==> config.mk <==
export PLATFORM = sky130hd
export DESIGN_NAME = transformed_aabb_overlap_top
export DESIGN_NICKNAME = d
export VERILOG_FILES = /design/src/sv/tao_pkg.sv /design/src/sv/tao_transform.sv /design/src/sv/tao_box.sv /design/src/sv/transformed_aabb_overlap_top.sv
export SDC_FILE = /design/constraint.sdc
export NUM_CORES = 2
export LEC_CHECK = 0
export BUFFER_PORTS_ARGS = -buffer_cell sky130_fd_sc_hd__buf_2
export CELL_PAD_IN_SITES_DETAIL_PLACEMENT = 0
export CELL_PAD_IN_SITES_GLOBAL_PLACEMENT = 1
export CORE_MARGIN = 2
export CORE_UTILIZATION = 48
export DETAILED_ROUTE_END_ITERATION = 7
export PLACE_DENSITY = 0.77
export SLEW_MARGIN = 20
export SYNTH_ARGS = -nofsm -noshare
export SYNTH_HDL_FRONTEND = slang
export SYNTH_SLANG_ARGS = --single-unit
==> constraint.sdc <==
create_clock -name clock -period 14.3 [get_ports clock]
set_clock_uncertainty 0.15 [all_clocks]
set_input_delay 0.715 -clock clock [delete_from_list [all_inputs] [get_ports clock]]
set_output_delay 0.715 -clock clock [all_outputs]
set_load 0.02 [all_outputs]
==> src/sv/tao_pkg.sv <==
// ----------------------------------------------------------------------------
// tao_pkg
// Shared widths, register indexes, reset values and types for the
// transformed bounding box overlap block.
// ----------------------------------------------------------------------------
`default_nettype none

package tao_pkg;

   localparam int COORD_W   = 16;                 // coordinate and register width
   localparam int FRAC_BITS = 12;                 // Q4.12
   localparam int PROD_W    = 2 * COORD_W;        // one product
   localparam int SUM_W     = PROD_W + 1;         // sum of two products
   localparam int SHIFT_W   = SUM_W - FRAC_BITS;  // after the fraction shift
   localparam int ACC_W     = SHIFT_W + 1;        // after the translation add

   localparam int CSR_COUNT  = 8;
   localparam int CSR_ADDR_W = $clog2(CSR_COUNT);

   localparam logic [CSR_ADDR_W-1:0] CSR_FIRST_ROT_COS  = CSR_ADDR_W'(0);
   localparam logic [CSR_ADDR_W-1:0] CSR_FIRST_ROT_SIN  = CSR_ADDR_W'(1);
   localparam logic [CSR_ADDR_W-1:0] CSR_FIRST_SHIFT_X  = CSR_ADDR_W'(2);
   localparam logic [CSR_ADDR_W-1:0] CSR_FIRST_SHIFT_Y  = CSR_ADDR_W'(3);
   localparam logic [CSR_ADDR_W-1:0] CSR_SECOND_ROT_COS = CSR_ADDR_W'(4);
   localparam logic [CSR_ADDR_W-1:0] CSR_SECOND_ROT_SIN = CSR_ADDR_W'(5);
   localparam logic [CSR_ADDR_W-1:0] CSR_SECOND_SHIFT_X = CSR_ADDR_W'(6);
   localparam logic [CSR_ADDR_W-1:0] CSR_SECOND_SHIFT_Y = CSR_ADDR_W'(7);

   // unit scale, no rotation, at the origin
   localparam logic [COORD_W-1:0] ROT_COS_RESET = COORD_W'(1 << FRAC_BITS);
   localparam logic [COORD_W-1:0] ZERO_RESET    = '0;

   localparam logic signed [COORD_W-1:0] COORD_MAX = {1'b0, {(COORD_W-1){1'b1}}};
   localparam logic signed [COORD_W-1:0] COORD_MIN = {1'b1, {(COORD_W-1){1'b0}}};

   localparam int REQ_DATA_W = 2 * COORD_W;
   localparam int RSP_DATA_W = 8;

   // one mapped vertex on its way to the box tracker
   typedef struct packed {
      logic                      obj;
      logic                      last;
      logic signed [COORD_W-1:0] x;
      logic signed [COORD_W-1:0] y;
   } point_type;

endpackage

`default_nettype wire

==> src/sv/tao_transform.sv <==
// ----------------------------------------------------------------------------
// tao_transform
// Holds the per-object map registers and maps local vertices to world
// coordinates: input register, product register, saturated point register.
// ----------------------------------------------------------------------------
`default_nettype none

module tao_transform
   import tao_pkg::*;
(
   input  wire logic                      clock,
   input  wire logic                      reset,
   // configuration writes
   input  wire logic                      csr_wr_en,
   input  wire logic [CSR_ADDR_W-1:0]     csr_index,
   input  wire logic [COORD_W-1:0]        csr_wdata,
   // vertex requests
   input  wire logic                      req_valid,
   output logic                           req_ready,
   input  wire logic                      req_obj,
   input  wire logic                      req_last,
   input  wire logic signed [COORD_W-1:0] req_x,
   input  wire logic signed [COORD_W-1:0] req_y,
   // mapped points
   output logic                           pt_valid,
   input  wire logic                      pt_ready,
   output point_type                      pt
);

   logic [COORD_W-1:0] cfg_ff [CSR_COUNT];

   // stage 1: input register
   logic                      s1_valid_ff;
   logic                      s1_obj_ff;
   logic                      s1_last_ff;
   logic signed [COORD_W-1:0] s1_x_ff;
   logic signed [COORD_W-1:0] s1_y_ff;
   logic                      s1_ready;

   // stage 2: products
   logic                      s2_valid_ff;
   logic                      s2_obj_ff;
   logic                      s2_last_ff;
   logic signed [PROD_W-1:0]  s2_ax_ff;
   logic signed [PROD_W-1:0]  s2_by_ff;
   logic signed [PROD_W-1:0]  s2_bx_ff;
   logic signed [PROD_W-1:0]  s2_ay_ff;
   logic signed [COORD_W-1:0] s2_tx_ff;
   logic signed [COORD_W-1:0] s2_ty_ff;
   logic                      s2_ready;

   // stage 3: mapped point
   logic                      s3_valid_ff;
   point_type                 s3_pt_ff;
   point_type                 s3_pt_in;
   logic                      s3_ready;

   logic signed [COORD_W-1:0] sel_a;
   logic signed [COORD_W-1:0] sel_b;
   logic signed [COORD_W-1:0] sel_tx;
   logic signed [COORD_W-1:0] sel_ty;
   logic signed [SUM_W-1:0]   sum_x;
   logic signed [SUM_W-1:0]   sum_y;
   logic signed [ACC_W-1:0]   acc_x;
   logic signed [ACC_W-1:0]   acc_y;

   function automatic logic signed [COORD_W-1:0] sat_coord(input logic signed [ACC_W-1:0] v);
      logic hi_ones;
      logic hi_zeros;
      hi_ones  = &v[ACC_W-1:COORD_W-1];
      hi_zeros = ~|v[ACC_W-1:COORD_W-1];
      if (hi_ones || hi_zeros) begin
         sat_coord = v[COORD_W-1:0];
      end else if (v[ACC_W-1]) begin
         sat_coord = COORD_MIN;
      end else begin
         sat_coord = COORD_MAX;
      end
   endfunction

   // configuration registers
   always_ff @(posedge clock) begin
      if (reset) begin
         cfg_ff[CSR_FIRST_ROT_COS]  <= ROT_COS_RESET;
         cfg_ff[CSR_FIRST_ROT_SIN]  <= ZERO_RESET;
         cfg_ff[CSR_FIRST_SHIFT_X]  <= ZERO_RESET;
         cfg_ff[CSR_FIRST_SHIFT_Y]  <= ZERO_RESET;
         cfg_ff[CSR_SECOND_ROT_COS] <= ROT_COS_RESET;
         cfg_ff[CSR_SECOND_ROT_SIN] <= ZERO_RESET;
         cfg_ff[CSR_SECOND_SHIFT_X] <= ZERO_RESET;
         cfg_ff[CSR_SECOND_SHIFT_Y] <= ZERO_RESET;
      end else if (csr_wr_en) begin
         cfg_ff[csr_index] <= csr_wdata;
      end
   end

   // each stage moves when it is empty or the next one takes its item
   assign s3_ready  = !s3_valid_ff || pt_ready;
   assign s2_ready  = !s2_valid_ff || s3_ready;
   assign s1_ready  = !s1_valid_ff || s2_ready;
   assign req_ready = s1_ready;

   always_ff @(posedge clock) begin
      if (reset) begin
         s1_valid_ff <= 1'b0;
      end else if (s1_ready) begin
         s1_valid_ff <= req_valid;
      end
   end

   always_ff @(posedge clock) begin
      if (s1_ready && req_valid) begin
         s1_obj_ff  <= req_obj;
         s1_last_ff <= req_last;
         s1_x_ff    <= req_x;
         s1_y_ff    <= req_y;
      end
   end

   always_comb begin
      if (s1_obj_ff) begin
         sel_a  = cfg_ff[CSR_SECOND_ROT_COS];
         sel_b  = cfg_ff[CSR_SECOND_ROT_SIN];
         sel_tx = cfg_ff[CSR_SECOND_SHIFT_X];
         sel_ty = cfg_ff[CSR_SECOND_SHIFT_Y];
      end else begin
         sel_a  = cfg_ff[CSR_FIRST_ROT_COS];
         sel_b  = cfg_ff[CSR_FIRST_ROT_SIN];
         sel_tx = cfg_ff[CSR_FIRST_SHIFT_X];
         sel_ty = cfg_ff[CSR_FIRST_SHIFT_Y];
      end
   end

   always_ff @(posedge clock) begin
      if (reset) begin
         s2_valid_ff <= 1'b0;
      end else if (s2_ready) begin
         s2_valid_ff <= s1_valid_ff;
      end
   end

   always_ff @(posedge clock) begin
      if (s2_ready && s1_valid_ff) begin
         s2_obj_ff  <= s1_obj_ff;
         s2_last_ff <= s1_last_ff;
         s2_ax_ff   <= sel_a * s1_x_ff;
         s2_by_ff   <= sel_b * s1_y_ff;
         s2_bx_ff   <= sel_b * s1_x_ff;
         s2_ay_ff   <= sel_a * s1_y_ff;
         s2_tx_ff   <= sel_tx;
         s2_ty_ff   <= sel_ty;
      end
   end

   // arithmetic shift of the signed sum is a floor shift
   always_comb begin
      sum_x = SUM_W'(s2_ax_ff) - SUM_W'(s2_by_ff);
      sum_y = SUM_W'(s2_bx_ff) + SUM_W'(s2_ay_ff);
      acc_x = ACC_W'(sum_x >>> FRAC_BITS) + ACC_W'(s2_tx_ff);
      acc_y = ACC_W'(sum_y >>> FRAC_BITS) + ACC_W'(s2_ty_ff);
      s3_pt_in.obj  = s2_obj_ff;
      s3_pt_in.last = s2_last_ff;
      s3_pt_in.x    = sat_coord(acc_x);
      s3_pt_in.y    = sat_coord(acc_y);
   end

   always_ff @(posedge clock) begin
      if (reset) begin
         s3_valid_ff <= 1'b0;
      end else if (s3_ready) begin
         s3_valid_ff <= s2_valid_ff;
      end
   end

   always_ff @(posedge clock) begin
      if (s3_ready && s2_valid_ff) begin
         s3_pt_ff <= s3_pt_in;
      end
   end

   assign pt_valid = s3_valid_ff;
   assign pt       = s3_pt_ff;

endmodule

`default_nettype wire

==> src/sv/tao_box.sv <==
// ----------------------------------------------------------------------------
// tao_box
// Running min/max box per object, the four-end interval test on the last
// vertex of a query, and the result register.
// ----------------------------------------------------------------------------
`default_nettype none

module tao_box
   import tao_pkg::*;
(
   input  wire logic       clock,
   input  wire logic       reset,
   // mapped points
   input  wire logic       pt_valid,
   output logic            pt_ready,
   input  wire point_type  pt,
   // results
   output logic            rsp_valid,
   input  wire logic       rsp_ready,
   output logic            rsp_collide,
   output logic            rsp_overlap_x,
   output logic            rsp_overlap_y
);

   logic signed [COORD_W-1:0] min_x_ff [2];
   logic signed [COORD_W-1:0] max_x_ff [2];
   logic signed [COORD_W-1:0] min_y_ff [2];
   logic signed [COORD_W-1:0] max_y_ff [2];
   logic                      seen_ff  [2];

   logic signed [COORD_W-1:0] min_x_in [2];
   logic signed [COORD_W-1:0] max_x_in [2];
   logic signed [COORD_W-1:0] min_y_in [2];
   logic signed [COORD_W-1:0] max_y_in [2];
   logic                      seen_in  [2];

   logic rsp_valid_ff;
   logic collide_ff;
   logic overlap_x_ff;
   logic overlap_y_ff;

   logic out_ready;
   logic take;
   logic both_seen;
   logic meet_x;
   logic meet_y;

   function automatic logic ends_meet(input logic signed [COORD_W-1:0] min1,
                                      input logic signed [COORD_W-1:0] max1,
                                      input logic signed [COORD_W-1:0] min2,
                                      input logic signed [COORD_W-1:0] max2);
      ends_meet = (min2 >= min1 && min2 <= max1) || (max2 >= min1 && max2 <= max1) ||
                  (min1 >= min2 && min1 <= max2) || (max1 >= min2 && max1 <= max2);
   endfunction

   assign out_ready = !rsp_valid_ff || rsp_ready;
   // a non-final point never waits on the result register
   assign take      = pt_valid && (!pt.last || out_ready);
   assign pt_ready  = !pt.last || out_ready;

   always_comb begin
      for (int k = 0; k < 2; k++) begin
         min_x_in[k] = min_x_ff[k];
         max_x_in[k] = max_x_ff[k];
         min_y_in[k] = min_y_ff[k];
         max_y_in[k] = max_y_ff[k];
         seen_in[k]  = seen_ff[k];
         if (pt.obj == k[0]) begin
            if (pt.x < min_x_ff[k]) min_x_in[k] = pt.x;
            if (pt.x > max_x_ff[k]) max_x_in[k] = pt.x;
            if (pt.y < min_y_ff[k]) min_y_in[k] = pt.y;
            if (pt.y > max_y_ff[k]) max_y_in[k] = pt.y;
            seen_in[k] = 1'b1;
         end
      end
      both_seen = seen_in[0] && seen_in[1];
      meet_x = both_seen && ends_meet(min_x_in[0], max_x_in[0], min_x_in[1], max_x_in[1]);
      meet_y = both_seen && ends_meet(min_y_in[0], max_y_in[0], min_y_in[1], max_y_in[1]);
   end

   always_ff @(posedge clock) begin
      if (reset || (take && pt.last)) begin
         for (int k = 0; k < 2; k++) begin
            min_x_ff[k] <= COORD_MAX;
            max_x_ff[k] <= COORD_MIN;
            min_y_ff[k] <= COORD_MAX;
            max_y_ff[k] <= COORD_MIN;
            seen_ff[k]  <= 1'b0;
         end
      end else if (take) begin
         for (int k = 0; k < 2; k++) begin
            min_x_ff[k] <= min_x_in[k];
            max_x_ff[k] <= max_x_in[k];
            min_y_ff[k] <= min_y_in[k];
            max_y_ff[k] <= max_y_in[k];
            seen_ff[k]  <= seen_in[k];
         end
      end
   end

   always_ff @(posedge clock) begin
      if (reset) begin
         rsp_valid_ff <= 1'b0;
      end else if (take && pt.last) begin
         rsp_valid_ff <= 1'b1;
      end else if (rsp_ready) begin
         rsp_valid_ff <= 1'b0;
      end
   end

   always_ff @(posedge clock) begin
      if (take && pt.last) begin
         collide_ff   <= meet_x && meet_y;
         overlap_x_ff <= meet_x;
         overlap_y_ff <= meet_y;
      end
   end

   assign rsp_valid     = rsp_valid_ff;
   assign rsp_collide   = collide_ff;
   assign rsp_overlap_x = overlap_x_ff;
   assign rsp_overlap_y = overlap_y_ff;

endmodule

`default_nettype wire

==> src/sv/transformed_aabb_overlap_top.sv <==
// ----------------------------------------------------------------------------
// transformed_aabb_overlap_top
// Maps 2D vertices of two objects by per-object rotate-scale-translate maps
// and reports whether the bounding boxes of the two objects overlap.
// ----------------------------------------------------------------------------
// Usage:
//   req_* carries one local vertex per transfer; tuser picks the object,
//   tlast marks the last vertex of a query. Only the last vertex produces a
//   response on rsp_*: collide, overlap_x and overlap_y.
//   csr_* writes the map registers (cos, sin, shift x, shift y for object 0,
//   then object 1); write only while no query is in flight.
// Response path: the last vertex passes the input, product and point
//   registers, then the result register.
// Throughput: one vertex per cycle while no stall holds the pipeline, set
//   by the four 16x16 multipliers that work in parallel in the product stage.
// Reset: clears the pipeline and both boxes and loads unit scale, no
//   rotation, zero shift for both objects; req_tready is high right after.
// Stall: while a response waits on rsp_tready, vertices keep flowing into
//   the boxes; a later last vertex waits in the pipeline, which then fills
//   and drops req_tready.
// ----------------------------------------------------------------------------
`default_nettype none

module transformed_aabb_overlap_top
   import tao_pkg::*;
(
   input  wire logic                    clock,
   input  wire logic                    reset,
   // configuration
   input  wire logic                    csr_wr_en,
   input  wire logic [CSR_ADDR_W-1:0]   csr_index,
   input  wire logic [COORD_W-1:0]      csr_wdata,
   // vertex requests
   input  wire logic                    req_tvalid,
   output logic                         req_tready,
   input  wire logic [REQ_DATA_W-1:0]   req_tdata,  // vert_x, vert_y
   input  wire logic                    req_tuser,  // which_object
   input  wire logic                    req_tlast,  // final_vertex
   // responses
   output logic                         rsp_tvalid,
   input  wire logic                    rsp_tready,
   output logic [RSP_DATA_W-1:0]        rsp_tdata   // collide, overlap_x, overlap_y, zeros
);

   logic      pt_valid;
   logic      pt_ready;
   point_type pt;
   logic      collide;
   logic      overlap_x;
   logic      overlap_y;

   tao_transform u_transform (
      .clock     (clock),
      .reset     (reset),
      .csr_wr_en (csr_wr_en),
      .csr_index (csr_index),
      .csr_wdata (csr_wdata),
      .req_valid (req_tvalid),
      .req_ready (req_tready),
      .req_obj   (req_tuser),
      .req_last  (req_tlast),
      .req_x     (req_tdata[COORD_W-1:0]),
      .req_y     (req_tdata[2*COORD_W-1:COORD_W]),
      .pt_valid  (pt_valid),
      .pt_ready  (pt_ready),
      .pt        (pt)
   );

   tao_box u_box (
      .clock         (clock),
      .reset         (reset),
      .pt_valid      (pt_valid),
      .pt_ready      (pt_ready),
      .pt            (pt),
      .rsp_valid     (rsp_tvalid),
      .rsp_ready     (rsp_tready),
      .rsp_collide   (collide),
      .rsp_overlap_x (overlap_x),
      .rsp_overlap_y (overlap_y)
   );

   assign rsp_tdata = {(RSP_DATA_W-3)'(0), overlap_y, overlap_x, collide};

endmodule

`default_nettype wire

==> flow_summary.ini <==
[synth]
ys_dominant_reg_cell = edfxtp_1
synthesis.area_mm2 = 0.06847
ys_warn_count = 0
synth_xor_area_frac = 0.02840
syn_area_per_cell_um2 = 9.913
synthMuxAreaShare = 0.02333
ys_seq_area_frac = 0.2165
synth_edf_count = 491
synth_cell_type_count = 86
synth_top_family_by_area = adder cells
syn_inst = 6907
synth_compound_area_frac = 0.06900
synth_adder_area_share = 0.4292
ys_seq_elements = 495
synth-simple-area-share = 0.1420
synthArstFlopShare = 0

[detailed_routing]
detail-route-antenna-nets = 0
wl_um = 188300
drtIter0Drc = 3128
first_pass_iters = 6
wire_per_inst_um = 21.37
post_drt_via_cell_ratio = 5.422
remaining_drc_errors = 0
dr_total_vias = 47771

[cells_and_area]
fillCellCount = 12891
finalNetCount = 8636
regArea_mm2 = 0.01482
area_growth_pct = 6.884
drive_gt1_frac = 0.05515
multi_input_area_mm2 = 0.04748
final_cell_mix = inv_1, fa_1, ha_1, nand2_1, and2_1
final_common_cell = inv_1
largest_register = u_transform.cfg_ff
largest_reg_flops = 128

[placed_design]
io_buffers = 62
gp_congestion = 0.9111
dp_hpwl_um = 143400

[timing]
final.setup.tns_ns = 0
setup_viol = 0
slew_violations = 0
grt_setup_unrepaired = no
slew_headroom = 0.1473
worst_slew_pin_slew_ns = 1.270
finalCritPeriodShare = 0.6389
finalHoldViolations = 0
fin_crit_ns = 9.136
fmax_ghz = 0.1095

[setup_path]
critPathKind = reg -> reg
setup.worst_path.start_class = flip-flop
r2r_slack_ns = 5.16
crit_required_ns = 14.56
arrival_ns = 9.39
worstSetupEndpointType = flip-flop
crit_fanout = 37

[clock_tree]
cts_tree = yes
clock_sinks = 495
clk_latency_ns = 0.66
clk_pin_slew_ns = 0.07
cts_root_buf = clkbuf_16
numCtsBuffers = 66
cts_hold_buffers = 0
cts_resized = 0
post_cts_buffers = 0
cts.path.max_buffers = 3
htreeDepth = 3

[grt]
grt_pass1_wl_um = 295500
antenna_found_initial = 17
overflow = 0
grt_max_degree = 162
grt_pass1_vias = 50324
grt_usage = 0.2649

[floorplan]
start_util = 0.4836
coreArea_mm2 = 0.1416
die_y_um = 381.7
io_pins = 68
die_x_um = 381.7
rows = 138
dieArea_mm2 = 0.1457

[run]
maxCapViolCount = 0

[outcome]
outcome = completed

[worst_hold_path]
hold_path_class = in -> reg
-- cells in the mapped netlist, drive strengths merged, types with 47 or more instances --
library cell | number | share of area
xor2 | 52 | 0.0067
nand2 | 659 | 0.036
o21ai | 129 | 0.0094
fa | 1050 | 0.31
a21o | 111 | 0.012
nor3 | 48 | 0.0035
a21oi | 221 | 0.016
nand2b | 51 | 0.0047
mux2 | 83 | 0.014
o21a | 47 | 0.0052
nand3 | 64 | 0.0047
clkbuf | 245 | 0.013
inv | 1397 | 0.077
edfxtp | 491 | 0.22
mux2i | 65 | 0.0097
nor2b | 47 | 0.0043
xnor2 | 170 | 0.022
and2 | 655 | 0.060
nor2 | 270 | 0.015
ha | 668 | 0.12
-- worst paths after layout --
path / startpoint / cells after the start / endpoint
hold reg to reg: u_transform.s2_obj_ff / 0 / u_transform.pt[33]
setup reg to reg: u_transform.s1_obj_ff / 26 / u_transform.s2_bx_ff[30]
setup / recovery: u_transform.s1_obj_ff / 26 / u_transform.s2_bx_ff[30]
hold / removal: req_tdata[23] / 1 / u_transform.s1_y_ff[7]
-- area by class of cell --
type                       count  share of cell area
antenna                       12           0.0004103
clock buffer                  74             0.02298
clock inverter                43            0.008394
inverter                    1399             0.07175
multi-input combinational   4757              0.6488
sequential                   495              0.2026
tap                         1890             0.03231
timing repair buffer         141             0.01279
-- per-layer routing --
metal | GRT usage | wire length (um) | vias up
li1 | - | - | 21745
met1 | 0.3525 | 79630 | 24408
met2 | 0.4480 | 91110 | 1308
met3 | 0.03350 | 10300 | 302
met4 | 0.08866 | 7237 | 8
met5 | 0 | 47 | -
-- metrics by stage --
step,utilization,hold slack (ns),setup slack [ns],cells,instance area [um2]
detailed placement,0.5002,0.2545,5.185,8681,70820
CTS,0.5164,0.02066,5.171,8798,73120
global placement,0.5002,0.2536,5.209,8681,70820
global route,0.5167,0.03455,4.791,8799,73160
floorplan,-,0.2503,0.6097,6911,68490
finish,0.5169,0.06129,5.164,8811,73190
-- logic make-up (layout without fill, tap and decap cells) --
group,Yosys count,in the layout
other,1,17
xor gates and xnor gates,222,222
AOI/OAI and AO/OA,726,726
muxes,148,148
and+or+nand+nor,1937,1937
DFF,495,495
buffers and inverters,1659,1657
adders and majority gates,1719,1719
-- worst max-delay path: stages, from the launching register on --
cell and delay (ns):
edfxtp_1 0.32, buf_4 0.48, buf_4 0.57, mux2_2 0.71
and2_1 0.33, fa_1 0.54, inv_1 0.05, fa_1 0.47
fa_1 0.52, inv_1 0.05, fa_1 0.49, fa_1 0.49
inv_1 0.05, fa_1 0.47, inv_1 0.04, ha_1 0.35
a21o_1 0.18, a21o_1 0.16, a21o_1 0.21, or4_1 0.47
a311o_1 0.35, nand3_1 0.13, o31ai_1 0.12, or4_1 0.48
a311o_1 0.37, a21oi_1 0.18, xnor2_1 0.08
Power is not shown: default switching activity piles up to over one toggle a cycle in this logic, so the estimate is an artifact.
